## src/hdl/pressure_sensor_compensation_macros.svh

```systemverilog
// Assertion macros shared by the pressure sensor compensation RTL.
`ifndef PRESSURE_SENSOR_COMPENSATION_MACROS_SVH
`define PRESSURE_SENSOR_COMPENSATION_MACROS_SVH

// Plain clocked property, disabled while reset is asserted.
`define PSC_ASSERT(lbl, prop, msg) \
  lbl: assert property (@(posedge clk_i) disable iff (!rst_ni) prop) else $error(msg);

// Same-cycle implication.
`define PSC_ASSERT_IMP(lbl, ante, cons, msg) \
  `PSC_ASSERT(lbl, (ante) |-> (cons), msg)

`endif

```

## src/hdl/psc_pkg.sv

```systemverilog
// Package: widths, payload structs and register indexes of the pressure compensation block.
`default_nettype none

package psc_pkg;

  localparam int unsigned D_W       = 24;  // raw conversion width
  localparam int unsigned CAL_W     = 16;  // calibration word width
  localparam int unsigned CFG_IDX_W = 3;
  localparam int unsigned TEMP_W    = 19;  // compensated temperature
  localparam int unsigned PRES_W    = 32;  // compensated pressure
  localparam int unsigned SENS_W    = 36;  // first-order SENS / OFF
  localparam int unsigned SQ_W      = 36;  // squared temperature deltas
  localparam int unsigned CORR_W    = 40;  // second-order OFFi / SENSi
  localparam int unsigned SENS2_W   = 41;  // corrected SENS2 / OFF2
  localparam int unsigned N_W       = 31;  // pressure before the divide by ten

  typedef enum logic [CFG_IDX_W-1:0] {
    REG_PRESSURE_SENSITIVITY   = 3'd0,
    REG_PRESSURE_OFFSET        = 3'd1,
    REG_SENSITIVITY_TEMP_COEFF = 3'd2,
    REG_OFFSET_TEMP_COEFF      = 3'd3,
    REG_REFERENCE_TEMPERATURE  = 3'd4,
    REG_TEMPERATURE_COEFF      = 3'd5
  } psc_reg_idx_e;

  typedef struct packed {
    logic [CAL_W-1:0] pressure_sensitivity;
    logic [CAL_W-1:0] pressure_offset;
    logic [CAL_W-1:0] sensitivity_temp_coeff;
    logic [CAL_W-1:0] offset_temp_coeff;
    logic [CAL_W-1:0] reference_temperature;
    logic [CAL_W-1:0] temperature_coeff;
  } psc_cal_t;

  typedef struct packed {
    logic [D_W-1:0] raw_pressure;
    logic [D_W-1:0] raw_temperature;
  } psc_in_t;

  typedef struct packed {
    logic signed [TEMP_W-1:0] temperature;
    logic signed [PRES_W-1:0] pressure;
  } psc_out_t;

  // Temperature front end to pressure back end.
  typedef struct packed {
    logic [D_W-1:0]           d1;
    logic signed [TEMP_W-1:0] temp2;
    logic signed [SENS_W-1:0] sens;
    logic signed [SENS_W-1:0] off;
    logic [SQ_W-1:0]          sql;    // (TEMP-2000)^2
    logic [SQ_W-1:0]          sqv;    // (TEMP+1500)^2
    logic                     low;    // TEMP < 2000
    logic                     vlow;   // TEMP < -1500
  } psc_t2p_t;

  // Pressure back end to divide-by-ten stage.
  typedef struct packed {
    logic signed [TEMP_W-1:0] temp2;
    logic signed [N_W-1:0]    n;
  } psc_p2d_t;

endpackage

`default_nettype wire

```

## src/hdl/psc_cfg.sv

```systemverilog
// Calibration word registers written through the configuration port.
`default_nettype none

module psc_cfg (
  input  wire logic                          clk_i,
  input  wire logic                          rst_ni,
  input  wire logic                          we_i,
  input  wire logic [psc_pkg::CFG_IDX_W-1:0] idx_i,
  input  wire logic [psc_pkg::CAL_W-1:0]     wdata_i,
  output psc_pkg::psc_cal_t                  cal_o
);
  import psc_pkg::*;

  psc_cal_t cal_q;

  always_ff @(posedge clk_i or negedge rst_ni) begin
    if (!rst_ni) begin
      cal_q <= '0;
    end else if (we_i) begin
      unique case (idx_i)
        REG_PRESSURE_SENSITIVITY:   cal_q.pressure_sensitivity   <= wdata_i;
        REG_PRESSURE_OFFSET:        cal_q.pressure_offset        <= wdata_i;
        REG_SENSITIVITY_TEMP_COEFF: cal_q.sensitivity_temp_coeff <= wdata_i;
        REG_OFFSET_TEMP_COEFF:      cal_q.offset_temp_coeff      <= wdata_i;
        REG_REFERENCE_TEMPERATURE:  cal_q.reference_temperature  <= wdata_i;
        REG_TEMPERATURE_COEFF:      cal_q.temperature_coeff      <= wdata_i;
        default: ;  // unmapped index: dropped
      endcase
    end
  end

  assign cal_o = cal_q;

endmodule

`default_nettype wire

```

## config.mk

```make
export PLATFORM = sky130hd
export DESIGN_NAME = psc_cfg
export DESIGN_NICKNAME = d
export VERILOG_FILES = /design/src/hdl/pressure_sensor_compensation_macros.svh /design/src/hdl/psc_pkg.sv /design/src/hdl/psc_cfg.sv
export SDC_FILE = /design/constraint.sdc
export NUM_CORES = 1
export LEC_CHECK = 0
export CORE_ASPECT_RATIO = 0.75
export CORE_UTILIZATION = 62
export CTS_BUF_LIST = sky130_fd_sc_hd__clkbuf_8 sky130_fd_sc_hd__clkbuf_16
export CTS_CLUSTER_DIAMETER = 150
export CTS_CLUSTER_SIZE = 16
export DETAILED_ROUTE_END_ITERATION = 7
export DONT_BUFFER_PORTS = 1
export GPL_TIMING_DRIVEN = 0
export MAX_ROUTING_LAYER = met4
export PLACE_DENSITY_LB_ADDON = 0.05
export SYNTH_ARGS = -nofsm -noshare
export SYNTH_HDL_FRONTEND = slang
export SYNTH_SLANG_ARGS = --single-unit
```

## constraint.sdc

```tcl
create_clock -name clk_i -period 0.9 [get_ports clk_i]
set_input_delay 0.045 -clock clk_i [delete_from_list [all_inputs] [get_ports clk_i]]
set_output_delay 0.045 -clock clk_i [all_outputs]
set_load 0.005 [all_outputs]
```

# Word-level counts from Yosys, hierarchy flattened
# Cells that the tools add are included.
# Widths: inputs -> output; s select.
# op_classes
reduce_logical	7
n_eq_ne	5
# ops
cell	count
$reduce_and 2->1	6
$eq 3x2->1 const B	2
$eq 3x3->1 const B	2
$eq 3x1->1 const B	1
$logic_not 3->1	1
# totals
out_inout_bits	96
inputBits	22
reg_bits	96

# Depth between registers and ports, before layout
# depth
depth_word	2
depth_mapped	5
depth_no_buf	2

# Worst setup path after synthesis
# No wires, ideal clock.
# synth_timing
path_kind	input port to flip-flop
startpoint	in idx_i[0] (netlist bit)
endpoint	reg cal_q (netlist bit cal_o[80])
required_ns	0.775
path_slack_ns	-0.333
setup_ns	0.125
t_arrival_ns	1.108
path_stages	4
path_cell_list	buf_6 > nor4b_4 > buf_6 > mux2_2
# synth_via
elab_chain_len	2
# synth_lines
item	line	text
from (decl)	psc_cfg.sv:8	input wire logic [psc_pkg::CFG_IDX_W-1:0] idx_i,
$logic_not 3->1	psc_cfg.sv:20	unique case (idx_i)
$reduce_and 2->1 (no source line)	-	
to (decl)	psc_cfg.sv:14	psc_cal_t cal_q;
# Every way passes these cells.
# A chain may end at the register's enable or synchronous reset.

# Worst setup path in the final report
# layout_timing
startpoint	in idx_i[0] (netlist bit)
endpoint	reg cal_q (netlist bit cal_o[53])
# layout_via
elab_chain_len	2
# layout_lines
item	line
$eq 3x2->1	psc_cfg.sv:20
$reduce_and 2->1 (no source line)	-
# Every way passes these cells.

==> flow_metrics.env <==
export IMPL_status="complete, but fails checks"
export IMPL_violations="hold timing"
export IMPL_p_switching_w=0.002680
export IMPL_cts_tree="done"
export IMPL_final_net_count=258
export IMPL_seq_area_frac_synth=0.6531
export IMPL_p_comb_frac=0.132
export IMPL_num_rows=23
export IMPL_vdd_ir_drop_max_v=0.001687
export IMPL_cpLargestDelayFamily="buffers and inverters"
export IMPL_ios=118
export IMPL_fmax_ghz=1.151
export IMPL_finalCritPeriodShare=0.9653
export IMPL_clock_root_buffer="clkbuf_8"
export IMPL_syn_instance_count=208
export IMPL_hp_class="input port to async pin"
export IMPL_path_clk_slew_ns=0.09
export IMPL_antenna_cells=0
export IMPL_vias=1907
export IMPL_gp_congestion=0.7859
export IMPL_die_area_um2=6248
export IMPL_cp_end_kind="register"
export IMPL_hold_buffers=16
export IMPL_cts_htree_levels=3
export IMPL_cp_cell_sequence="buf_8 -> and4bb_1 -> buf_6 -> buf_8 -> mux2_2"
export IMPL_period_needed_ns=0.8688
export IMPL_layout_drive_gt1_share=0.5250
export IMPL_finalSetupViolCount=0
export IMPL_worstMarginPinSlew_ns=0.3359
export IMPL_grt_pass1_vias=2045
export IMPL_sw_frac_of_total=0.2458
export IMPL_whs_ns=-0.6277
export IMPL_drc=0
export IMPL_p_clk_frac=0.309
export IMPL_worst_ep_required_time_ns=1.15
export IMPL_path_common_cell="buf_8"
export IMPL_grt_antenna_before_repair=0
export IMPL_cp_slowest_stage_delay_ns=0.35
export IMPL_slowest_stage="mux2_2"
export IMPL_wl_met1_mm=3.356
export IMPL_ys_seq_elements=96
export IMPL_grt_usage=0.2760
export IMPL_cts_resized=0
export IMPL_internal_power_w=0.008221
export IMPL_worst_path_buf_inv=3
export IMPL_port_buffers=0
export IMPL_grt_first_pass_wirelength_mm=11.92
export IMPL_power_w=0.01090
export IMPL_wl_mm=7.853
export IMPL_rsz0062_at_grt="false"
export IMPL_grt_max_degree=97
export IMPL_viasPerCell=6.054
export IMPL_postSynthAreaPerCell_um2=17.69
export IMPL_start_kind="input port"
export IMPL_first_iter_violations=69
export IMPL_wl_met3_um=629
export IMPL_ys_types=10
export IMPL_setup_ws_ns=0.03123
export IMPL_rrSetupSlack_ns=0.08
export IMPL_area_growth_pct=19.15
export IMPL_p_leak_nw=1.975
export IMPL_cts_sinks=96
export IMPL_post_place_ws_ns=-0.5883
export IMPL_numCtsBuffers=9
export IMPL_powerDensity_nw_per_um2=2487
export IMPL_wire_per_inst_um=24.93
export IMPL_worstSetupPathType="input port to register"
export IMPL_drv_slew=0
export IMPL_die_h_um=68.71
export IMPL_drv_cap=0
export IMPL_globalRouteOverflowTotal=0
export IMPL_cts_path_max_buffers=2
export IMPL_nFillCells=295
export IMPL_die_w_um=90.94
export IMPL_clkLatencyLatePin_ns=0.36
export IMPL_maxSlewHeadroom=0.7752
export IMPL_fin_skew_ns=0
export IMPL_largest_reg_flops=96
export IMPL_ant_nets=0
export IMPL_start_util=0.6658
export IMPL_pwr_share_seq=0.559
export IMPL_first_pass_iters=4
export IMPL_hold_violations=96
export IMPL_wl_met2_mm=3.784
export IMPL_highest_layer="met4"
export IMPL_arrival_ns=1.12
export IMPL_dp_hpwl_mm=5.164
export IMPL_worstPathMaxFanout=10
export IMPL_finalSetupTns_ns=0
export IMPL_core_um2=5525
export IMPL_synthesis_area_um2=3679
export IMPL_syn_nets=230
export IMPL_ys_warn_count=0
## cell usage in the layout (no fill, tap or decap), drive strengths merged
| cell | Yosys | layout |
|---|---|---|
| dfrtp | 96 | 96 |
| nor4b | 1 | 1 |
| nand4b | 2 | 2 |
| buf | 10 | 11 |
| clkinvlp | 0 | 2 |
| and4bb | 3 | 3 |
| dlygate4sd3 | 0 | 16 |
| mux2 | 96 | 96 |
| bufinv | 0 | 3 |
| clkbuf | 0 | 10 |
## final timing paths
path | from | to | cells after the start
max | idx_i[0] | cal_o[53] | 5
min | rst_ni | cal_o[36] | 0
max reg2reg | cal_o[77] | cal_o[77] | 1
min reg2reg | cal_o[82] | cal_o[82] | 1
max in group asynchronous | rst_ni | cal_o[16] | 0
min in group clk_i | idx_i[1] | cal_o[82] | 3
## cell families after synthesis
logic type / count (synthesis) / synth area share
buffers and inverters: 10 / 0.02823
flip-flops: 96 / 0.6531
multiplexers: 96 / 0.2939
AND/OR/NAND/NOR: 6 / 0.02483
## layout make-up
class	instances	area, µm²	share of cell area
Tap cell	75	93.84	0.02141
Sequential cell	96	2402	0.5481
Clock inverter	5	105.1	0.02398
Clock buffer	10	137.6	0.03140
Buffer	10	127.6	0.02912
Multi-Input combinational cell	102	1349	0.3077
Timing Repair Buffer	17	167.7	0.03825
## what timing repair did
item                                    4_1_cts  5_1_grt
endpoints found under the hold margin       192       96
endpoints found under the setup margin       10        0
buffers inserted                              1        0
## stage by stage
| stage | hold WS [ns] | cells | cell area (µm²) | utilization |
|---|---|---|---|---|
| CTS | -0.6465 | 315 | 4383 | 0.7933 |
| global route | -0.6528 | 315 | 4383 | 0.7933 |
| global placement | -0.2491 | 283 | 3973 | 0.7190 |
| detailed placement | -0.2494 | 283 | 3973 | 0.7190 |
| finish | -0.6277 | 315 | 4383 | 0.7933 |
| floorplan | -0.2506 | 208 | 3879 | - |
## cell usage after synthesis
| cell type | instances | area [µm²] |
|---|---|---|
| dfrtp_1 | 96 | 2402 |
| nand4b_2 | 2 | 30.03 |
| nor4b_4 | 1 | 23.77 |
| and4bb_1 | 1 | 12.51 |
| mux2_1 | 1 | 11.26 |
| and4bb_2 | 2 | 25.02 |
| buf_2 | 2 | 10.01 |
| buf_8 | 1 | 15.01 |
| mux2_2 | 95 | 1070 |
| buf_6 | 7 | 78.83 |
## power by group through the flow
stage,combinational [W],clock [W],sequential [W]
final,0.00144,0.00336,0.00610
after global routing,0.00156,0.00357,0.00620
after CTS,0.00146,0.00341,0.00612
after detailed placement,0.00135,0,0.00618
after global placement,0.00125,0,0.00612
after floorplan,0.00119,0,0.00589
## metal layers
metal,track usage,up-vias
li1,-,800
met3,0.1086,10
met1,0.3425,1008
met2,0.4309,89
met4,0.07738,0
met5,-,-
No activity file was read; power rests on OpenSTA's default activity.
