### config.mk
export PLATFORM = sky130hd
export DESIGN_NAME = psc_press
export DESIGN_NICKNAME = d
export VERILOG_FILES = /design/src/hdl/pressure_sensor_compensation_macros.svh /design/src/hdl/psc_pkg.sv /design/src/hdl/psc_press.sv
export SDC_FILE = /design/constraint.sdc
export NUM_CORES = 2
export LEC_CHECK = 0
export ABC_AREA = 0
export BUFFER_PORTS_ARGS = -buffer_cell sky130_fd_sc_hd__buf_4
export CORE_ASPECT_RATIO = 1.75
export CORE_MARGIN = 5
export CORE_UTILIZATION = 63
export DETAILED_ROUTE_END_ITERATION = 7
export PLACE_DENSITY = 0.81
export SYNTH_ARGS = -nofsm -noshare
export SYNTH_HDL_FRONTEND = slang
export SYNTH_SLANG_ARGS = --single-unit
export TNS_END_PERCENT = 100
### constraint.sdc
create_clock -name clk_i -period 14.8 [get_ports clk_i]
set_clock_uncertainty 0.2 [all_clocks]
set_input_delay 2.22 -clock clk_i [delete_from_list [all_inputs] [get_ports clk_i]]
set_output_delay 2.22 -clock clk_i [all_outputs]
set_load 0.02 [all_outputs]
### src/hdl/pressure_sensor_compensation_macros.svh
// Assertion macros shared by the pressure sensor compensation RTL.
`ifndef PRESSURE_SENSOR_COMPENSATION_MACROS_SVH
`define PRESSURE_SENSOR_COMPENSATION_MACROS_SVH

// Plain clocked property, disabled while reset is asserted.
`define PSC_ASSERT(lbl, prop, msg) \
  lbl: assert property (@(posedge clk_i) disable iff (!rst_ni) prop) else $error(msg);

// Same-cycle implication.
`define PSC_ASSERT_IMP(lbl, ante, cons, msg) \
  `PSC_ASSERT(lbl, (ante) |-> (cons), msg)

`endif

### src/hdl/psc_pkg.sv
// Package: widths, payload structs and register indexes of the pressure compensation block.
`default_nettype none

package psc_pkg;

  localparam int unsigned D_W       = 24;  // raw conversion width
  localparam int unsigned CAL_W     = 16;  // calibration word width
  localparam int unsigned CFG_IDX_W = 3;
  localparam int unsigned TEMP_W    = 19;  // compensated temperature
  localparam int unsigned PRES_W    = 32;  // compensated pressure
  localparam int unsigned SENS_W    = 36;  // first-order SENS / OFF
  localparam int unsigned SQ_W      = 36;  // squared temperature deltas
  localparam int unsigned CORR_W    = 40;  // second-order OFFi / SENSi
  localparam int unsigned SENS2_W   = 41;  // corrected SENS2 / OFF2
  localparam int unsigned N_W       = 31;  // pressure before the divide by ten

  typedef enum logic [CFG_IDX_W-1:0] {
    REG_PRESSURE_SENSITIVITY   = 3'd0,
    REG_PRESSURE_OFFSET        = 3'd1,
    REG_SENSITIVITY_TEMP_COEFF = 3'd2,
    REG_OFFSET_TEMP_COEFF      = 3'd3,
    REG_REFERENCE_TEMPERATURE  = 3'd4,
    REG_TEMPERATURE_COEFF      = 3'd5
  } psc_reg_idx_e;

  typedef struct packed {
    logic [CAL_W-1:0] pressure_sensitivity;
    logic [CAL_W-1:0] pressure_offset;
    logic [CAL_W-1:0] sensitivity_temp_coeff;
    logic [CAL_W-1:0] offset_temp_coeff;
    logic [CAL_W-1:0] reference_temperature;
    logic [CAL_W-1:0] temperature_coeff;
  } psc_cal_t;

  typedef struct packed {
    logic [D_W-1:0] raw_pressure;
    logic [D_W-1:0] raw_temperature;
  } psc_in_t;

  typedef struct packed {
    logic signed [TEMP_W-1:0] temperature;
    logic signed [PRES_W-1:0] pressure;
  } psc_out_t;

  // Temperature front end to pressure back end.
  typedef struct packed {
    logic [D_W-1:0]           d1;
    logic signed [TEMP_W-1:0] temp2;
    logic signed [SENS_W-1:0] sens;
    logic signed [SENS_W-1:0] off;
    logic [SQ_W-1:0]          sql;    // (TEMP-2000)^2
    logic [SQ_W-1:0]          sqv;    // (TEMP+1500)^2
    logic                     low;    // TEMP < 2000
    logic                     vlow;   // TEMP < -1500
  } psc_t2p_t;

  // Pressure back end to divide-by-ten stage.
  typedef struct packed {
    logic signed [TEMP_W-1:0] temp2;
    logic signed [N_W-1:0]    n;
  } psc_p2d_t;

endpackage

`default_nettype wire

### src/hdl/psc_press.sv
// Pressure back end: second-order corrections, D1*SENS2 and scaling (6 stages).
`default_nettype none

module psc_press (
  input  wire logic              clk_i,
  input  wire logic              rst_ni,
  input  wire logic              valid_i,
  output logic                   ready_o,
  input  wire psc_pkg::psc_t2p_t data_i,
  output logic                   valid_o,
  input  wire logic              ready_i,
  output psc_pkg::psc_p2d_t      data_o
);
  import psc_pkg::*;

  localparam int unsigned STAGES = 6;
  localparam int unsigned LO_W   = 20;  // low part of SENS2 for the split product
  localparam int unsigned HI_W   = SENS2_W - LO_W;
  localparam int unsigned PROD_W = 64;
  localparam int unsigned P_W    = 44;

  logic [STAGES-1:0] v_q, v_d, en;

  always_comb begin
    en[STAGES-1] = !v_q[STAGES-1] || ready_i;
    for (int k = STAGES - 2; k >= 0; k--) begin
      en[k] = !v_q[k] || en[k+1];
    end
  end

  assign v_d     = {v_q[STAGES-2:0], valid_i};
  assign ready_o = en[0];
  assign valid_o = v_q[STAGES-1];

  always_ff @(posedge clk_i or negedge rst_ni) begin
    if (!rst_ni) begin
      v_q <= '0;
    end else begin
      v_q <= (en & v_d) | (~en & v_q);
    end
  end

  // Stage 1: OFFi / SENSi by band
  logic [37:0]              sql_x3, sql_x5;
  logic [38:0]              sqv_x7;
  logic [CORR_W-1:0]        offi_d, sensi_d, offi_q, sensi_q;
  logic signed [SENS_W-1:0] sens_s1_q, off_s1_q;
  logic signed [TEMP_W-1:0] temp2_s1_q;
  logic [D_W-1:0]           d1_s1_q;

  assign sql_x3 = {1'b0, data_i.sql, 1'b0} + {2'b0, data_i.sql};
  assign sql_x5 = {data_i.sql, 2'b0} + {2'b0, data_i.sql};
  assign sqv_x7 = {data_i.sqv, 3'b0} - {3'b0, data_i.sqv};

  always_comb begin
    if (data_i.low) begin
      offi_d  = CORR_W'(sql_x3 >> 1);
      sensi_d = CORR_W'(sql_x5 >> 3);
      if (data_i.vlow) begin
        offi_d  = offi_d + CORR_W'(sqv_x7);
        sensi_d = sensi_d + CORR_W'({data_i.sqv, 2'b0});
      end
    end else begin
      offi_d  = CORR_W'(data_i.sql >> 4);
      sensi_d = '0;
    end
  end

  always_ff @(posedge clk_i) begin
    if (en[0]) begin
      offi_q     <= offi_d;
      sensi_q    <= sensi_d;
      sens_s1_q  <= data_i.sens;
      off_s1_q   <= data_i.off;
      temp2_s1_q <= data_i.temp2;
      d1_s1_q    <= data_i.d1;
    end
  end

  // Stage 2: OFF2, SENS2
  logic signed [SENS2_W-1:0] off2_d, sens2_d, off2_s2_q, sens2_q;
  logic signed [TEMP_W-1:0]  temp2_s2_q;
  logic [D_W-1:0]            d1_s2_q;

  assign off2_d  = SENS2_W'(off_s1_q) - $signed({1'b0, offi_q});
  assign sens2_d = SENS2_W'(sens_s1_q) - $signed({1'b0, sensi_q});

  always_ff @(posedge clk_i) begin
    if (en[1]) begin
      off2_s2_q  <= off2_d;
      sens2_q    <= sens2_d;
      temp2_s2_q <= temp2_s1_q;
      d1_s2_q    <= d1_s1_q;
    end
  end

  // Stage 3: D1*SENS2 as two partial products
  logic [D_W+LO_W-1:0]          pp_lo_d, pp_lo_q;
  logic signed [D_W+HI_W:0]     pp_hi_d, pp_hi_q;
  logic signed [SENS2_W-1:0]    off2_s3_q;
  logic signed [TEMP_W-1:0]     temp2_s3_q;

  assign pp_lo_d = d1_s2_q * sens2_q[LO_W-1:0];
  assign pp_hi_d = $signed({1'b0, d1_s2_q}) * $signed(sens2_q[SENS2_W-1:LO_W]);

  always_ff @(posedge clk_i) begin
    if (en[2]) begin
      pp_lo_q    <= pp_lo_d;
      pp_hi_q    <= pp_hi_d;
      off2_s3_q  <= off2_s2_q;
      temp2_s3_q <= temp2_s2_q;
    end
  end

  // Stage 4: recombine the product
  logic signed [PROD_W-1:0]  prod_d, prod_q;
  logic signed [SENS2_W-1:0] off2_s4_q;
  logic signed [TEMP_W-1:0]  temp2_s4_q;

  assign prod_d = (PROD_W'(pp_hi_q) <<< LO_W)
                + $signed({{(PROD_W-D_W-LO_W){1'b0}}, pp_lo_q});

  always_ff @(posedge clk_i) begin
    if (en[3]) begin
      prod_q     <= prod_d;
      off2_s4_q  <= off2_s3_q;
      temp2_s4_q <= temp2_s3_q;
    end
  end

  // Stage 5: D1*SENS2/2^21 - OFF2
  logic signed [PROD_W-1:0] t21_w;
  logic signed [P_W-1:0]    p_d, p_q;
  logic signed [TEMP_W-1:0] temp2_s5_q;

  assign t21_w = (prod_q + (prod_q[PROD_W-1] ? 64'sd2097151 : 64'sd0)) >>> 21;
  assign p_d   = P_W'($signed(t21_w[P_W-2:0])) - P_W'(off2_s4_q);

  always_ff @(posedge clk_i) begin
    if (en[4]) begin
      p_q        <= p_d;
      temp2_s5_q <= temp2_s4_q;
    end
  end

  // Stage 6: /2^13 toward zero
  logic signed [P_W-1:0] t13_w;
  psc_p2d_t              out_d, out_q;

  assign t13_w = (p_q + (p_q[P_W-1] ? 44'sd8191 : 44'sd0)) >>> 13;

  always_comb begin
    out_d.temp2 = temp2_s5_q;
    out_d.n     = t13_w[N_W-1:0];
  end

  always_ff @(posedge clk_i) begin
    if (en[5]) begin
      out_q <= out_d;
    end
  end

  assign data_o = out_q;

endmodule

`default_nettype wire

Word level (Yosys, flattened, before mapping). Cells that the tools add are included.

Add/sub/neg operators: 11. Multiplexer cells: 5. Bitwise operators: 4. Reduce and logical (&&, ||, !) cells: 13. Multiply operators: 2.

Operator list (count): $add 64x22->64 (1); $add 64x45->64 (1); $add 44x14->44 (1); $mul 24x20->44 (1); $mul 25x21->44 (1); $sub 43x41->44 (1); $sub 36x40->41 (1); $sub 36x41->41 (1); $add 37x39->40 (1); $add 35x38->39 (1); $sub 39x36->39 (1); $add 37x36->38 (1); $add 38x36->38 (1); $mux 37 (1); $mux 35 (1); $mux 32 (1); $mux 21 (1); $mux 13 (1); $and 6x6->6 (2); $logic_not 1->1 (6); $logic_or 1x1->1 (6); $not 6->6 (1); $or 6x6->6 (1); $reduce_and 2->1 (1).

Word-level logic and storage cells: 60. Register bits: 710.

Longest topological paths before layout.
Depth after elaboration: 10. Mapped depth: 28.

Least setup slack after synthesis. OpenSTA, ideal clock, no wires.

Path kind: input port to output port. From: input ready_i. To: output ready_o. Cell stages on the path: 4. Arrival: 10877 ps. Setup slack: 1503 ps. Path through: nor2b_1 -> nand3_1 -> nor2_1 -> nand3_1.

Cells in the longest elaborated chain, start to end: 6.

Ends and longest elaborated chain: start, declared (line psc_press.sv:11) `input wire logic ready_i,`; $logic_or 1x1->1 (line psc_press.sv:25) `en[STAGES-1] = !v_q[STAGES-1] || ready_i;`; $logic_or 1x1->1 (2 in a row) (line psc_press.sv:27) `en[k] = !v_q[k] || en[k+1];`; net en[3] (line psc_press.sv:22) `logic [STAGES-1:0] v_q, v_d, en;`; $logic_or 1x1->1 (3 in a row) (line psc_press.sv:27); end, declared (line psc_press.sv:8) `output logic ready_o,`.

The timed path passes the listed nets, and every way through them passes these cells.

Final worst setup path.
From: register d1_s2_q[7]. To: register pp_hi_q[41] (data pin).

Cells in the longest elaborated chain, start to end: 1.

Ends and longest elaborated chain: start, declared (line psc_press.sv:83) `logic [D_W-1:0] d1_s2_q;`; start signal, assigned (line psc_press.sv:93) `d1_s2_q <= d1_s1_q;`; $mul 25x21->44 (line psc_press.sv:104) `assign pp_hi_d = $signed({1'b0, d1_s2_q}) * $signed(sens2_q[SENS2_W-1:LO_W]);`; net pp_hi_d[41] (line psc_press.sv:99) `logic signed [D_W+HI_W:0] pp_hi_d, pp_hi_q;`; end signal, assigned (line psc_press.sv:109) `pp_hi_q <= pp_hi_d;`; end, declared (line psc_press.sv:99).

The timed path passes the listed nets, and every way through them passes these cells. A chain may end at the register's enable or synchronous reset.

==> parameters.txt <==
Parameter                              Value

Worst setup path
  CP endpoint kind    flip-flop
  Largest fanout on the critical path    21
  Crit path required time    15.03 ns
  Critical path's slowest cell    edfxtp_1
  CP bufs+invs    4
  Stages on worst setup path    24
  Most prevalent standard cell on the critical path    fa_1
  Longest individual stage delay on the worst path    0.91 ns
  Crit Path Category    flip-flop to flip-flop
  Cell breakdown of the critical path    buf_4 > nand2_1 > fa_1 > fa_1 > fa_1 > inv_1 > fa_1 > inv_1 > fa_1 > fa_1 > fa_1 > inv_1 > ha_1 > o211ai_1 > nand2_1 > nor3b_1 > or4b_2 > a31oi_1 > a21oi_1 > o31a_1 > o21ai_0 > a21o_1 > a21oi_1 > xnor2_1
  Slack of the worst reg-to-reg path    ~6 ns
  Critical path startpoint category    flip-flop
  Depth of the worst register-to-register path    24
  Top Family by Delay on Critical Path    adder cells
  Worst Path Arrival    roughly 8.9 ns

GRT
  Maximum number of pins on one net before global-route repair    98
  Met2 track demand over resource    59.71%
  Number of antenna violations at the first check in global routing    4
  Met1 usage    33.80%
  Remaining global-route overflow    0
  Tot GR Track Use    33.11%
  GRT busiest layer    met2
  Wire length of the first global-routing pass    313.2 mm
  Met3 track utilization from global routing    4.802%
  Vias in the first global route    57,750

Final layout
  Syn-to-layout area delta    7.736%
  Share of layout cells above drive strength 1    6.188%
  Design Area, Final    between 70,000 and 80,000 um2
  Final-stage net count    roughly 9,100

Floorplanning
  Top Ports    245
  Die Ht    460.8 um
  Die X-Extent    between 200 and 300 um
  Core region area    115,400 um2
  Initial core utilization    63.40%
  Area enclosed by the die boundary    about 120,000 um2
  Number of placement rows    approximately 170

Route
  Routed wire length    around 200 mm
  Via-to-Cell Ratio    6.040
  Average wire per standard cell    22.79 um
  1st-iter DRT viols    3,796
  DRC viols    0
  Remaining number of nets flagged by the antenna check after routing    0
  Total vias in the final route    approximately 54,000
  Pre-antenna DRT Iters    7

Logic synthesis
  Fraction of the yosys area taken by sequential cells    29.10%
  Area share of xor/xnor cells in the synthesized design    about 5.5%
  Most common flop cell mapped by yosys    edfxtp_1
  Leading cell types by count after synthesis    inv_1, fa_1, nand2_1
  Number of warnings issued by yosys    0
  Post-synthesis simple-gate area fraction    a little over an eighth
  Most frequent cell after synthesis    inv_1
  Largest family of logic cells by synthesized area    adder cells
  Synthesized cell area    73,170 um2
  Synthesized area divided by synthesized cell count    between 10 and 15 um2
  Cell accounting for the most synthesized area    edfxtp_1
  Number of enable flip-flop cells after synthesis    704
  Top area cells in the synthesized netlist    edfxtp_1, fa_1, ha_1, inv_1, nand2_1
  Post-Syn Instances    7,288
  Share of async-settable or async-resettable flops after synthesis    less than 1%
  Total of flip-flops plus latches after synthesis    710
  Net count of the mapped netlist    8,974
  Yosys top cell area share    between 20% and 30%
  Multiplexer fraction of the synthesized cell area    0.3574%
  Synth Area in Adders    between 30% and 40%
  Synth Area in Compound Gates    10.52%
  Unique cell type count in the Yosys netlist    79

Clocking
  Number of instances resized during post-cts repair    0
  Clock tree buffer depth    3
  CTS tree    built
  Clock-pin transition on the worst setup and hold timing paths    0.07 ns
  CTS sink count    between 700 and 800
  Clock tree root driver cell    clkbuf_16
  Post-CTS Setup Inserts    0
  Count of hold buffers inserted by post-cts repair    0
  Htree depth    3
  Inserted Clock Buffers    67
  Latest clock arrival within the worst-skew pair    0.70 ns

Timing
  Relative max-transition margin    between 10 and 15%
  Final period utilization    58.63%
  Pin slew with the least headroom to its limit    1.262 ns
  Total Negative Setup Slacks    0 ns
  Max-slew violation count    0
  Final critical-path required period    8.677 ns
  Setup repair after global routing missed its margin    false
  Highest attainable clock frequency    between 100 and 150 MHz
  Count of endpoints failing setup in the final report    0
  Min setup slack post-route    6.123 ns
  Final Hold Viols    0

Min path
  Hold Path Stages    0
  Hold Crit Class    flip-flop to flip-flop

Flow run
  Number of maximum-capacitance violations    0

Placement
  PortBufs    about 240
  DP Area    76,480 um2
  GP Congestion    1.047
  Setup slack after placement    5.914 ns
  Sum of net half-perimeters after detailed placement    159.5 mm

Status
  Run status    finished, final reports clean
## layer usage
metal	vias up	routed length, um	share of wire, %
met5	-	0	0
met4	0	20980	10
met3	916	11790	5.8
met2	2268	106200	52
met1	26730	65560	32
li1	24300	-	-
## stage by stage
| step | instances | util (%) | hold WS [ns] |
|---|---|---|---|
| finish | 8974 | 68.31 | 0.2014 |
| global route | 8970 | 68.30 | 0.1988 |
| global placement | 8849 | 66.27 | 0.2002 |
| detailed placement | 8849 | 66.27 | 0.2045 |
| floorplan | 7288 | - | 0.2003 |
| CTS | 8969 | 68.29 | 0.1961 |
## final cells by class
cell class | instances | area [um2]
repair buffers | 312 | 2342
diodes | 5 | 12.51
multi-input cells | 5142 | 46530
inverters | 1182 | 4442
well taps | 1503 | 1881
clock buffers | 82 | 1753
fillers | 8605 | 36570
clock inverters | 38 | 581.8
flip-flops and latches | 710 | 21290
## sequential cells by signal, summed over array words and instances, names as in the netlist, 24 cells and up, named ones only
register	flops
prod_q	64
data_o	50
p_q	44
pp_hi_q	44
pp_lo_q	44
off2_s2_q	41
off2_s3_q	41
off2_s4_q	41
sens2_q	41
offi_q	40
sensi_q	39
off_s1_q	36
sens_s1_q	36
d1_s1_q	24
d1_s2_q	24
## worst paths after layout
kind,start,end
max,d1_s2_q[7],pp_hi_q[41]
min,pp_lo_q[15],prod_q[15]
max reg2reg,d1_s2_q[7],pp_hi_q[41]
min reg2reg,pp_lo_q[15],prod_q[15]
max in group asynchronous,rst_ni,asynchronous set/reset pin
min in group asynchronous,rst_ni,asynchronous set/reset pin
## cells in the final DEF (no fill, tap or decap), types with 16 or more instances in the layout
cell type	synthesis	final
a211oi_1	29	29
a21o_1	212	212
a21oi_1	386	386
a31oi_1	54	54
and2_1	452	452
and3_1	56	56
and4_1	19	19
buf_4	0	312
clkbuf_16	0	67
edfxtp_1	704	704
fa_1	816	816
ha_1	677	677
inv_1	1182	1180
mux2i_1	25	25
nand2_1	766	764
nand2b_1	78	78
nand3_1	103	101
nand4_1	49	49
nor2_1	244	243
nor2b_1	62	62
nor3_1	67	67
o211ai_1	26	26
o21a_1	70	70
o21ai_0	196	196
o21bai_1	48	48
o31ai_1	16	16
xnor2_1	328	328
xor2_1	134	134
## cells by family after synthesis
family,Yosys count
adders and majority gates,1493
xor gates and xnor gates,462
and+or+nand+nor,1963
muxes,26
DFF,710
AOI/OAI and AO/OA,1198
buffers and inverters,1436
Power is left out: the tool's default activity adds up to more than one toggle a clock period on the data nets, which glitch-free logic cannot reach.
