$ cat config.mk
export PLATFORM = sky130hd
export DESIGN_NAME = psc_div10
export DESIGN_NICKNAME = d
export VERILOG_FILES = /design/src/hdl/psc_pkg.sv /design/src/hdl/psc_div10.sv
export VERILOG_INCLUDE_DIRS = /design/src /design/src/hdl
export SDC_FILE = /design/constraint.sdc
export NUM_CORES = 1
export LEC_CHECK = 0
export BUFFER_PORTS_ARGS = -buffer_cell sky130_fd_sc_hd__buf_2
export CAP_MARGIN = 20
export CORE_ASPECT_RATIO = 0.7
export CORE_UTILIZATION = 30
export CTS_BUF_LIST = sky130_fd_sc_hd__clkbuf_16
export CTS_CLUSTER_DIAMETER = 120
export DETAILED_ROUTE_END_ITERATION = 8
export PLACE_DENSITY_LB_ADDON = 0.3
export REMOVE_ABC_BUFFERS = 1
export SYNTH_ARGS = -nofsm -noshare
export SYNTH_HDL_FRONTEND = slang
export SYNTH_SLANG_ARGS = --single-unit
$ cat constraint.sdc
create_clock -name clk_i -period 9.96 [get_ports clk_i]
set_input_delay 1.992 -clock clk_i [delete_from_list [all_inputs] [get_ports clk_i]]
set_output_delay 1.992 -clock clk_i [all_outputs]
set_load 0.05 [all_outputs]
$ cat src/hdl/pressure_sensor_compensation_macros.svh
// Assertion macros shared by the pressure sensor compensation RTL.
`ifndef PRESSURE_SENSOR_COMPENSATION_MACROS_SVH
`define PRESSURE_SENSOR_COMPENSATION_MACROS_SVH

// Plain clocked property, disabled while reset is asserted.
`define PSC_ASSERT(lbl, prop, msg) \
  lbl: assert property (@(posedge clk_i) disable iff (!rst_ni) prop) else $error(msg);

// Same-cycle implication.
`define PSC_ASSERT_IMP(lbl, ante, cons, msg) \
  `PSC_ASSERT(lbl, (ante) |-> (cons), msg)

`endif

$ cat src/hdl/psc_pkg.sv
// Package: widths, payload structs and register indexes of the pressure compensation block.
`default_nettype none

package psc_pkg;

  localparam int unsigned D_W       = 24;  // raw conversion width
  localparam int unsigned CAL_W     = 16;  // calibration word width
  localparam int unsigned CFG_IDX_W = 3;
  localparam int unsigned TEMP_W    = 19;  // compensated temperature
  localparam int unsigned PRES_W    = 32;  // compensated pressure
  localparam int unsigned SENS_W    = 36;  // first-order SENS / OFF
  localparam int unsigned SQ_W      = 36;  // squared temperature deltas
  localparam int unsigned CORR_W    = 40;  // second-order OFFi / SENSi
  localparam int unsigned SENS2_W   = 41;  // corrected SENS2 / OFF2
  localparam int unsigned N_W       = 31;  // pressure before the divide by ten

  typedef enum logic [CFG_IDX_W-1:0] {
    REG_PRESSURE_SENSITIVITY   = 3'd0,
    REG_PRESSURE_OFFSET        = 3'd1,
    REG_SENSITIVITY_TEMP_COEFF = 3'd2,
    REG_OFFSET_TEMP_COEFF      = 3'd3,
    REG_REFERENCE_TEMPERATURE  = 3'd4,
    REG_TEMPERATURE_COEFF      = 3'd5
  } psc_reg_idx_e;

  typedef struct packed {
    logic [CAL_W-1:0] pressure_sensitivity;
    logic [CAL_W-1:0] pressure_offset;
    logic [CAL_W-1:0] sensitivity_temp_coeff;
    logic [CAL_W-1:0] offset_temp_coeff;
    logic [CAL_W-1:0] reference_temperature;
    logic [CAL_W-1:0] temperature_coeff;
  } psc_cal_t;

  typedef struct packed {
    logic [D_W-1:0] raw_pressure;
    logic [D_W-1:0] raw_temperature;
  } psc_in_t;

  typedef struct packed {
    logic signed [TEMP_W-1:0] temperature;
    logic signed [PRES_W-1:0] pressure;
  } psc_out_t;

  // Temperature front end to pressure back end.
  typedef struct packed {
    logic [D_W-1:0]           d1;
    logic signed [TEMP_W-1:0] temp2;
    logic signed [SENS_W-1:0] sens;
    logic signed [SENS_W-1:0] off;
    logic [SQ_W-1:0]          sql;    // (TEMP-2000)^2
    logic [SQ_W-1:0]          sqv;    // (TEMP+1500)^2
    logic                     low;    // TEMP < 2000
    logic                     vlow;   // TEMP < -1500
  } psc_t2p_t;

  // Pressure back end to divide-by-ten stage.
  typedef struct packed {
    logic signed [TEMP_W-1:0] temp2;
    logic signed [N_W-1:0]    n;
  } psc_p2d_t;

endpackage

`default_nettype wire

$ cat src/hdl/psc_div10.sv
// Signed divide by ten, truncating toward zero, via reciprocal multiply (3 stages).
`default_nettype none

`include "pressure_sensor_compensation_macros.svh"

module psc_div10 (
  input  wire logic              clk_i,
  input  wire logic              rst_ni,
  input  wire logic              valid_i,
  output logic                   ready_o,
  input  wire psc_pkg::psc_p2d_t data_i,
  output logic                   valid_o,
  input  wire logic              ready_i,
  output psc_pkg::psc_out_t      data_o
);
  import psc_pkg::*;

  localparam int unsigned STAGES = 3;
  localparam int unsigned RP_W   = N_W + 32;
  localparam int unsigned Q_W    = RP_W - 35;
  // ceil(2^35/10): exact quotient for any 32-bit magnitude after >>35
  localparam logic [31:0] RECIP10 = 32'hCCCC_CCCD;

  logic [STAGES-1:0] v_q, v_d, en;

  always_comb begin
    en[STAGES-1] = !v_q[STAGES-1] || ready_i;
    for (int k = STAGES - 2; k >= 0; k--) begin
      en[k] = !v_q[k] || en[k+1];
    end
  end

  assign v_d     = {v_q[STAGES-2:0], valid_i};
  assign ready_o = en[0];
  assign valid_o = v_q[STAGES-1];

  always_ff @(posedge clk_i or negedge rst_ni) begin
    if (!rst_ni) begin
      v_q <= '0;
    end else begin
      v_q <= (en & v_d) | (~en & v_q);
    end
  end

  // Stage 1: magnitude and sign
  logic [N_W-1:0]           mag_d, mag_s1_q, mag_s2_q, mag_s3_q;
  logic                     neg_s1_q, neg_s2_q, neg_s3_q;
  logic signed [TEMP_W-1:0] temp_s1_q, temp_s2_q;

  assign mag_d = data_i.n[N_W-1] ? N_W'(-data_i.n) : N_W'(data_i.n);

  always_ff @(posedge clk_i) begin
    if (en[0]) begin
      mag_s1_q  <= mag_d;
      neg_s1_q  <= data_i.n[N_W-1];
      temp_s1_q <= data_i.temp2;
    end
  end

  // Stage 2: reciprocal product
  logic [RP_W-1:0] rp_d, rp_q;

  assign rp_d = mag_s1_q * RECIP10;

  always_ff @(posedge clk_i) begin
    if (en[1]) begin
      rp_q      <= rp_d;
      mag_s2_q  <= mag_s1_q;
      neg_s2_q  <= neg_s1_q;
      temp_s2_q <= temp_s1_q;
    end
  end

  // Stage 3: quotient, sign restored, output register
  logic [Q_W-1:0] q_w, q_s3_q;
  psc_out_t       out_d, out_q;

  assign q_w = rp_q[RP_W-1:35];

  always_comb begin
    out_d.temperature = temp_s2_q;
    out_d.pressure    = neg_s2_q ? (PRES_W'(0) - PRES_W'(q_w)) : PRES_W'(q_w);
  end

  always_ff @(posedge clk_i) begin
    if (en[2]) begin
      out_q    <= out_d;
      q_s3_q   <= q_w;
      mag_s3_q <= mag_s2_q;
      neg_s3_q <= neg_s2_q;
    end
  end

  assign data_o = out_q;

  logic [31:0] q10_w, mag32_w;
  logic        quot_ok_w, sign_ok_w;
  assign q10_w     = 32'(q_s3_q) * 32'd10;
  assign mag32_w   = 32'(mag_s3_q);
  assign quot_ok_w = (q10_w <= mag32_w) && ((mag32_w - q10_w) < 32'd10);
  assign sign_ok_w = out_q.pressure[PRES_W-1] == (neg_s3_q && (q_s3_q != '0));

  `PSC_ASSERT_IMP(a_div10_exact, v_q[STAGES-1], quot_ok_w, "divide by ten quotient off")
  `PSC_ASSERT_IMP(a_div10_sign, v_q[STAGES-1], sign_ok_w, "divide by ten sign wrong")

endmodule

`default_nettype wire

* Word-level counts from Yosys, hierarchy flattened *
Cells that the tools add are included.
Widths: inputs -> output; s select.

cells by class
  mux-type cells = 2
  reductions and logical operators = 6
  $mul = 1
  $add $sub $neg = 2
  bitwise gates (word level) = 4

operators with widths
  operator                count
  $mul 31x32->63 const B  1
  $neg 31->31             1
  $mux 30                 1
  $sub 1x28->29 const A   1
  $mux 28                 1
  $and 3x3->3             2
  $logic_not 1->1         3
  $logic_or 1x1->1        3
  $not 3->3               1
  $or 3x3->3              1

storage, ports and cells
  output and inout bits = 53
  word-level logic and storage cells = 26
  register bits after elaboration = 185
  input bits = 54

* Depth between registers and ports, before layout *
Gate-level depths: netlist of the first run.

  depth in word-level cells = 7
  gate-level depth with buffers = 27
  gate-level depth less buffers = 27

* Least setup slack after synthesis of the first run *
No wires, ideal clock.

  path type = reg-to-reg
  start = reg mag_s1_q[5]
  end = reg rp_q[55], data pin
  data required time = 9.695 ns
  stages on the path, launching flop included = 26
  slack = 2.854 ns
  setup time = 0.265 ns
  period minus slack after synthesis = 7.106 ns
  arrival time = 6.841 ns
  buffers on the path = 0
  path through = edfxtp_1 -> inv_1 -> ha_1 -> inv_1 -> fa_1 -> fa_1 -> inv_1 -> fa_1 -> inv_1 -> fa_1 -> fa_1 -> inv_1 -> fa_1 -> fa_1 -> inv_1 -> ha_1 -> a21oi_1 -> o21ai_0 -> a211o_1 -> a21oi_1 -> o311ai_1 -> a21o_1 -> a31o_2 -> a221oi_1 -> o21ai_0 -> xor2_1

between the ends
  longest elaborated chain between the ends = 1

ends and longest elaborated chain
  item                    line             source
  from (decl)             psc_div10.sv:46  logic [N_W-1:0] mag_d, mag_s1_q, mag_s2_q, mag_s3_q;
  from (signal assigned)  psc_div10.sv:54  mag_s1_q <= mag_d;
  $mul 31x32->63          psc_div10.sv:63  assign rp_d = mag_s1_q * RECIP10;
  via rp_d[55]            psc_div10.sv:61  logic [RP_W-1:0] rp_d, rp_q;
  to (signal assigned)    psc_div10.sv:67  rp_q <= rp_d;
  to (decl)               psc_div10.sv:61

The timed path passes the listed nets, and every way through them passes these cells.
A chain may end at the register's enable or synchronous reset.

* Worst setup path in the final report of the first run *
  start = reg mag_s1_q[4]
  end = reg rp_q[62], data pin

Same word-level chain as after synthesis.

==> metrics.txt, run 1 <==
run status complete, no violations; CP most frequent cell fa_1; Yosys top cell area share a little over a quarter; register area 0.00449 sq mm; Area contributors post-synth fa_1, edfxtp_1, ha_1; fraction of layout cells with a size suffix above 1 10.0%; Worst setup EP type flop; initial antenna violation count 0; routed wire length 42,100 um; EDFF count, synth 147; Most Crowded Layer GR met1; Clock Skews between 0.03 and 0.04 ns; commonest non-fill, non-tap cell in the layout inv_1; fin cells 2,384; CTS Buf Count 17; gr usage total about 15%; io pins 107; Final Hold Fails 0; vias in the first global route about 11,000; Final period util 81.4%; maximum capacitance violations 0; Area Growth Syn to Fin 11.8%; Cell Rows 73; setup violators final 0; fmax 0.123 GHz; delay of the slowest cell on the worst path between 0.7 and 0.8 ns; die width 289 um; total of warnings raised by yosys 0; crit-path max FO 6; cell breakdown of the critical path ha_1 > fa_1 > fa_1 > inv_1 > fa_1 > inv_1 > fa_1 > fa_1 > inv_1 > fa_1 > fa_1 > inv_1 > ha_1 > nand2_1 > nor3_1 > a21boi_0 > o21ai_0 > a21oi_1 > o21ai_1 > a21oi_1 > o31ai_1 > a211oi_1 > xnor2_1; dpl cells 2,352; post-CTS setup buffer count 0; Residual DRC 0; most frequent cells in the layout inv_1, ha_1, fa_1; final core occ 34.0%; DP Wirelength 36,200 um; slowest CP cell fa_1; Root Buffer clkbuf_16; Worst Max-Slew Pin Slew 0.852 ns; clk buf depth 2; met2 Use GR 21.5%; wire per inst 17.7 um; post-synthesis cell area between 0.015 and 0.02 sq mm; ys async rst share around 2%; worst skew pair latency 0.46 ns; Die Height 203 um; HP Class reg -> reg; Reg clk slew, reported paths 0.10 ns; RSZ-0062 raised after global routing false; Seq/Total Area, Yosys about a quarter; I/O Buffers 106; TNS Setup 0 ns; Yosys cell types 60; met3 Use GR slightly below 3%; Slew headroom 43.2%; Initial DRC Count about 500; vias per cell 4.56; gpl congestion 0.964; cts repair resizes 0; Overflow after GRT 0; first-pass GRT wire length 65,300 um; drt first pass iters 5; initial core utilization 30.5%; Yosys reg bits 150; CTS H-tree depth 4; critical path class reg -> reg; max-slew violation count 0; via count 10,900; CP arrival 8.30 ns; Multi-input gate area between 0.01 and 0.015 sq mm; die area about 0.059 sq mm; CP required 10.15 ns; top_reg_cell synth edfxtp_1; global routing usage on met1 between 20% and 30%; NumNets Final 2,211; Avg Inst Size Synth 11.5 sq um; # diodes 0; Cells after Synth 1,511; hold-fix buffers at CTS 0; Worst setup SP type flop; Core Region 0.0570 sq mm; cell taking the most area after synthesis fa_1; clock sinks 150; pin count of the biggest net entering global routing 50; Min Clock Period, post-route 8.11 ns; CTS tree done; number of fill cells 5,748; DRT antenna net count 0
==> sequential cells by signal, indices dropped and copies added, names as in the netlist, named ones only <==
signal and flops:
data_o 48, temp_s1_q 19, mag_s1_q 31, temp_s2_q 19
neg_s2_q 1, neg_s1_q 1, rp_q 28
==> kinds of logic (layout without fill, tap and decap cells) <==
| group | Yosys count | count (layout) | synth area share (%) |
|---|---|---|---|
| adder cells (fa/ha/maj) | 536 | 536 | 48.6 |
| AND/OR/NAND/NOR | 176 | 176 | 5.36 |
| XOR/XNOR | 102 | 102 | 5.15 |
| flip-flops | 150 | 150 | 25.9 |
| AO/OA/AOI/OAI | 190 | 190 | 7.22 |
| buffers and inverters | 357 | 480 | 7.79 |
==> worst max-delay path: cells and delay by family (launching register included) <==
kind / cells / cell delay [ns]
xor+xnor: 1 / 0.11
flops: 1 / 0.55
compound gates: 7 / 2.06
fa+ha+maj: 9 / 4.47
buf+inv: 4 / 0.34
simple gates: 2 / 0.32
==> final cells by class <==
type                            count  share of cell area, %
Clock buffer                       17                   2.19
Sequential cell                   150                   23.1
Multi-Input combinational cell   1004                   59.4
Tap cell                          750                   4.84
Inverter                          336                   6.50
Timing Repair Buffer              112                   2.98
Clock inverter                     15                  0.974
==> path summary, 6_finish.rpt <==
check | start | cells past startpoint | to | slack (ns)
worst max-delay path | mag_s1_q[4]$_DFFE_PN_ | 23 | rp_q[62]$_DFFE_PP_ | 1.85
worst min-delay path | temp_s1_q[14]$_DFFE_PN_ | 0 | temp_s2_q[14]$_DFFE_PP_ | 0.42
worst max register to register | mag_s1_q[4]$_DFFE_PN_ | 23 | rp_q[62]$_DFFE_PP_ | 1.85
worst min register to register | temp_s1_q[14]$_DFFE_PN_ | 0 | temp_s2_q[14]$_DFFE_PP_ | 0.42
max in group asynchronous | rst_ni | 1 | asynchronous set/reset pin | 8.52
min in group asynchronous | rst_ni | 1 | asynchronous set/reset pin | 1.33
==> layer usage <==
layer | vias to the layer above | share of wire [%]
li1 | 5241 | -
met1 | 5365 | 52
met2 | 233 | 42
met3 | 29 | 5.3
met4 | 0 | 0.83
met5 | - | 0
==> stage by stage <==
stage / area [sq um] / worst slack (ns) / hold slack [ns]
3_5_place_dp: 18800 / 1.97 / 0.405
5_1_grt: 19400 / 1.51 / 0.420
3_3_place_gp: 18800 / 1.97 / 0.400
4_1_cts: 19400 / 1.95 / 0.420
2_1_floorplan: 17300 / 2.85 / 0.400
6_report: 19400 / 1.85 / 0.417
==> cells in the mapped netlist, types with 4 or more instances <==
library cell,instances
and3_1,4
a31oi_1,6
nand2b_1,8
nand2_1,57
a211oi_1,4
or2_2,6
clkbuf_1,16
xor2_1,20
fa_1,231
and4_1,5
nand4_1,13
nor2b_1,5
and2_1,4
o21ai_0,42
or3_1,6
ha_1,305
o31ai_1,16
nor3_1,5
inv_1,336
a21o_1,35
a21oi_1,51
nor2_1,28
nand3_1,11
or4_1,7
o41ai_1,5
xnor2_1,82
edfxtp_1,147
Power of run 1 is left out: the tool's default activity adds up to more than one toggle a clock period on the data nets, which glitch-free logic cannot reach.
==> run 2: changes to the inputs <==
clock period = 8.15 ns   (was 9.96 ns; I/O delays follow)
==> run 2 against run 1 <==
Worst setup slack got worse by 1.5 ns. Count of clock-buffer cells in the layout did not move. Clock skew decreased by 0.0053 ns. Global-route usage shrank 0.29 points. Maximum frequency rose by 4.2%. Die area is the same. Final cell count about the same. First-iteration DRC count is 4.0% lower. Final area is 0.19% higher. Register-to-register slack lost 1.5 ns. Critical endpoint is now rp_q[55]$_DFFE_PP_.
==> metrics.txt, run 2 (same netlist as run 1, synthesis figures left out) <==
Min Clock Period, post-route 7.78 ns (was 8.11 ns); CTS tree done (unchanged); number of fill cells 5,763 (was 5,748); Final Hold Fails 0 (unchanged); critical path class reg -> reg (unchanged); pin count of the biggest net entering global routing 50 (unchanged); setup violators final 0 (unchanged); CP required 8.34 ns (was 10.15 ns); Hold Path Cell Cnt 0 (unchanged); Reg clk slew, reported paths 0.10 ns (about the same); hold-fix buffers at CTS 0 (unchanged); HP Class reg -> reg (unchanged); Core Region 0.0570 sq mm (unchanged); clock sinks 150 (unchanged); cts repair resizes 0 (unchanged); Clock Skews 0.0302 ns (was 0.0354 ns); most frequent cells in the layout inv_1, ha_1, fa_1 (unchanged); fmax 0.129 GHz (was 0.123 GHz); Initial DRC Count 478 (was 498); die area 0.0588 sq mm (unchanged); RSZ-0062 raised after global routing false (unchanged); Worst Max-Slew Pin Slew 0.890 ns (was 0.852 ns); commonest non-fill, non-tap cell in the layout inv_1 (unchanged); max-slew violation count 0 (unchanged); via count 11,000 (was 10,900); I/O Buffers 106 (unchanged); CTS H-tree depth 4 (unchanged); Root Buffer clkbuf_16 (unchanged); Slew headroom 40.6% (was 43.2%); die width 289 um (unchanged); io pins 107 (unchanged); fraction of layout cells with a size suffix above 1 10.5% (was 10.0%); DP Wirelength 35,800 um (was 36,200 um); crit-path max FO 5 (was 6); max reg flops 48 (unchanged); maximum capacitance violations 0 (unchanged); Worst setup EP type flop (unchanged); # diodes 0 (unchanged); vias in the first global route 11,300 (was 11,400); Most Crowded Layer GR met1 (unchanged); first-pass GRT wire length 64,200 um (was 65,300 um); Worst setup SP type flop (unchanged); initial antenna violation count 1 (was 0); DRT antenna net count 0 (unchanged); Final period util 95.5% (was 81.4%); Area Growth Syn to Fin 12.0% (was 11.8%); global routing usage on met1 22.4% (about the same); run status complete, no violations (unchanged); drt first pass iters 5 (unchanged); CP arrival 7.97 ns (was 8.30 ns); Die Height 203 um (unchanged); met2 Use GR 20.6% (was 21.5%); Cell Rows 73 (unchanged); routed wire length 41,200 um (was 42,100 um); R2R cell count 25 (was 23); worst skew pair latency 0.46 ns (about the same); initial core utilization 30.5% (unchanged); TNS Setup 0 ns (unchanged); clk buf depth 2 (unchanged); Residual DRC 0 (unchanged); met3 Use GR 2.83% (was 2.96%); wire per inst 17.3 um (was 17.7 um); NumNets Final 2,213 (was 2,211); gr usage total 14.4% (was 14.7%); Overflow after GRT 0 (unchanged); gpl congestion 0.911 (was 0.964); vias per cell 4.59 (was 4.56); CTS Buf Count 17 (unchanged); post-CTS setup buffer count 0 (unchanged)
==> run 2: cell count changes in the layout (fill, tap and decap cells not counted), moves of 2 or more <==
| cell | delta |
|---|---|
| clkinv_8 | +4 |
| inv_8 | +2 |
| inv_6 | -3 |
| bufinv_16 | -2 |
| buf_4 | +3 |
==> run 2: layout make-up <==
cell class | count | area, sq um | area share, %
flip-flops and latches | 150 | 4490 | 23.1
inverters | 336 | 1260 | 6.49
clock inverters | 15 | 194 | 0.998
multi-input cells | 1004 | 11500 | 59.4
well taps | 750 | 938 | 4.83
clock buffers | 17 | 425 | 2.19
repair buffers | 114 | 591 | 3.04
==> run 2: routing by layer <==
| metal | part of all wire, % | routed length [um] |
|---|---|---|
| met1 | 52 | 21400 |
| met2 | 42 | 17200 |
| met3 | 5.6 | 2310 |
| met4 | 0.80 | 329 |
| met5 | 0 | 0 |
==> run 2: final timing paths <==
kind                                         endpoint  slack [ns]                     from
setup / recovery                   rp_q[55]$_DFFE_PP_        0.37    mag_s1_q[5]$_DFFE_PN_
hold / removal                temp_s2_q[15]$_DFFE_PP_        0.42  temp_s1_q[15]$_DFFE_PN_
setup reg to reg                   rp_q[55]$_DFFE_PP_        0.37    mag_s1_q[5]$_DFFE_PN_
hold reg to reg               temp_s2_q[15]$_DFFE_PP_        0.42  temp_s1_q[15]$_DFFE_PN_
max in group asynchronous  asynchronous set/reset pin        7.07                   rst_ni
min in group asynchronous  asynchronous set/reset pin        0.97                   rst_ni
==> run 2: critical path: stages, from the launching register on <==
cell	delay, ns
edfxtp_1	0.44
inv_1	0.07
ha_1	0.29
inv_1	0.10
fa_1	0.49
fa_1	0.58
inv_1	0.08
fa_2	0.67
inv_1	0.12
fa_1	0.50
fa_1	0.49
inv_1	0.05
fa_1	0.49
fa_1	0.51
inv_1	0.04
ha_1	0.30
a21oi_1	0.23
o21ai_0	0.12
a211o_1	0.33
a21oi_1	0.18
o311ai_1	0.10
a21o_1	0.27
a31o_2	0.31
a221oi_1	0.38
o21ai_0	0.20
xor2_1	0.17
==> run 2: per-stage QoR <==
step	util, %	instance area, sq um	hold slack (ns)	setup slack (ns)	instances
finish	34.1	19400	0.416	0.369	2386
global placement	33.0	18800	0.400	0.342	2354
floorplan	-	17300	0.400	1.04	1490
CTS	34.1	19400	0.417	0.218	2386
detailed placement	33.0	18800	0.405	0.250	2354
global route	34.1	19400	0.425	0.00144	2386
Power of run 2 is left out for the same reason.
==> run 3: changes to the inputs <==
CTS_CLUSTER_DIAMETER = 30   (was 120)
PLACE_DENSITY_LB_ADDON = unset   (was 0.3)
==> run 3 against run 2 <==
Die area stayed put. Global-route usage decreased by 0.084 points. Critical path depth unchanged. Largest cell class unchanged. Sequential share of layout area barely moved. Wire length increased by 0.49%. Count of clock-buffer cells in the layout unchanged. Maximum frequency increased by 0.25%. Utilization fell by 0.057 points. Non-clock buffer count is 3 lower. Clock skew barely moved. Register-to-register slack improved by 0.02 ns. Via count up 0.58%.
==> metrics.txt, run 3 (same netlist as run 1, synthesis figures left out) <==
Area Growth Syn to Fin 11.8% (was 12.0%); Overflow after GRT 0 (unchanged); gpl congestion 0.973 (was 0.911); setup violators final 0 (unchanged); max-slew violation count 0 (unchanged); fmax 0.129 GHz (about the same); Clock Skews 0.0303 ns (was 0.0302 ns); gr usage total 14.3% (was 14.4%); dpl cells 2,350 (was 2,354); RSZ-0062 raised after global routing false (unchanged); maximum capacitance violations 0 (unchanged); fraction of layout cells with a size suffix above 1 10.2% (was 10.5%); Worst Max-Slew Pin Slew 1.09 ns (was 0.890 ns); critical path class reg -> reg (unchanged); vias in the first global route 11,400 (was 11,300); Core Region 0.0570 sq mm (unchanged); post-CTS setup buffer count 0 (unchanged); Slew headroom 26.5% (was 40.6%); number of fill cells 5,706 (was 5,763); final worst slack 0.389 ns (was 0.369 ns); worst skew pair latency 0.46 ns (about the same); die area 0.0588 sq mm (unchanged); run status complete, no violations (unchanged); clk buf depth 2 (unchanged); Root Buffer clkbuf_16 (unchanged); drt first pass iters 8 (was 5); HP Class reg -> reg (unchanged); dpl ws 0.230 ns (was 0.250 ns); # diodes 0 (unchanged); clock sinks 150 (unchanged); commonest non-fill, non-tap cell in the layout inv_1 (unchanged); Reg clk slew, reported paths 0.10 ns (about the same); Worst setup SP type flop (unchanged); most frequent cells in the layout inv_1, ha_1, fa_1 (unchanged); first-pass GRT wire length 63,800 um (was 64,200 um); initial antenna violation count 1 (unchanged); Worst setup EP type flop (unchanged); routed wire length 41,400 um (was 41,200 um); Min Clock Period, post-route 7.76 ns (was 7.78 ns); initial core utilization 30.5% (unchanged); CP required 8.34 ns (about the same); Die Height 203 um (unchanged); wire per inst 17.4 um (was 17.3 um); CTS tree done (unchanged); via count 11,000 (about the same); io pins 107 (unchanged); die width 289 um (unchanged); I/O Buffers 106 (unchanged); NumNets Final 2,210 (was 2,213); fin cells 2,383 (was 2,386); register area 0.00449 sq mm (unchanged); crit-path max FO 4 (was 5); DP Wirelength 35,800 um (about the same); Initial DRC Count 632 (was 478); CTS H-tree depth 4 (unchanged); CP arrival 7.95 ns (was 7.97 ns); pin count of the biggest net entering global routing 50 (unchanged); TNS Setup 0 ns (unchanged); max reg flops 48 (unchanged); Cell Rows 73 (unchanged); Multi-input gate area 0.0115 sq mm (about the same); Final period util 95.2% (was 95.5%); vias per cell 4.62 (was 4.59); DRT antenna net count 0 (unchanged); Residual DRC 0 (unchanged); CTS Buf Count 17 (unchanged); Final Hold Fails 0 (unchanged)
[run 3: changes by cell type in the layout (fill, tap and decap cells not counted), sizes merged]
cell and delta:
clkinvlp +1, clkinv -1, buf -3
[run 3: critical path, stage by stage (launching register included)]
cell and delay [ns]:
edfxtp_1 0.42, inv_1 0.06, ha_1 0.28, inv_1 0.10, fa_1 0.49, fa_1 0.59, inv_1 0.08, fa_2 0.68
inv_1 0.12, fa_1 0.51, fa_1 0.50, inv_1 0.05, fa_1 0.50, fa_1 0.51, inv_1 0.04, ha_1 0.30
nand2_1 0.19, nor3_1 0.10, a21boi_0 0.32, o21ai_0 0.13, a21oi_1 0.33, o21ai_2 0.17, a21oi_1 0.45, o31ai_2 0.17
a211oi_1 0.27, xnor2_1 0.10
[run 3: path summary, 6_finish.rpt]
check / start / end / slack [ns] / cells past startpoint
setup / recovery: mag_s1_q[5]$_DFFE_PN_ / rp_q[62]$_DFFE_PP_ / 0.39 / 25
max in group asynchronous: rst_ni / asynchronous set/reset pin / 7.07 / 1
hold reg to reg: temp_s2_q[11]$_DFFE_PP_ / data_o[43]$_DFFE_PP_ / 0.42 / 0
min in group asynchronous: rst_ni / asynchronous set/reset pin / 0.98 / 1
hold / removal: temp_s2_q[11]$_DFFE_PP_ / data_o[43]$_DFFE_PP_ / 0.42 / 0
setup reg to reg: mag_s1_q[5]$_DFFE_PN_ / rp_q[62]$_DFFE_PP_ / 0.39 / 25
[run 3: area by class of cell]
cell class	count	share of cell area, %
sequential	150	23.1
clock inverter	15	0.928
timing repair buffer	111	2.99
clock buffer	17	2.19
tap	750	4.84
inverter	336	6.50
multi-input combinational	1004	59.4
[run 3: repair_timing]
item | CTS | global route
hold buffers | 0 | 0
gates resized for setup | 0 | 3
endpoints found under the setup margin | 0 | 6
[run 3: metal layers]
layer	global-route usage, %	vias up	share of wire (%)
met5	0	-	0.031
met4	2.30	2	0.67
met3	4.03	26	7.7
met2	20.4	298	41
met1	21.6	5458	50
li1	-	5234	-
[run 3: through the flow]
| stage | utilization, % | cell area [sq um] | hold WS (ns) |
|---|---|---|---|
| global placement | 32.9 | 18800 | 0.401 |
| floorplan | - | 17300 | 0.400 |
| CTS | 34.0 | 19400 | 0.423 |
| global route | 34.0 | 19400 | 0.427 |
| finish | 34.0 | 19400 | 0.421 |
| detailed placement | 32.9 | 18800 | 0.405 |
Power of run 3 is left out for the same reason.
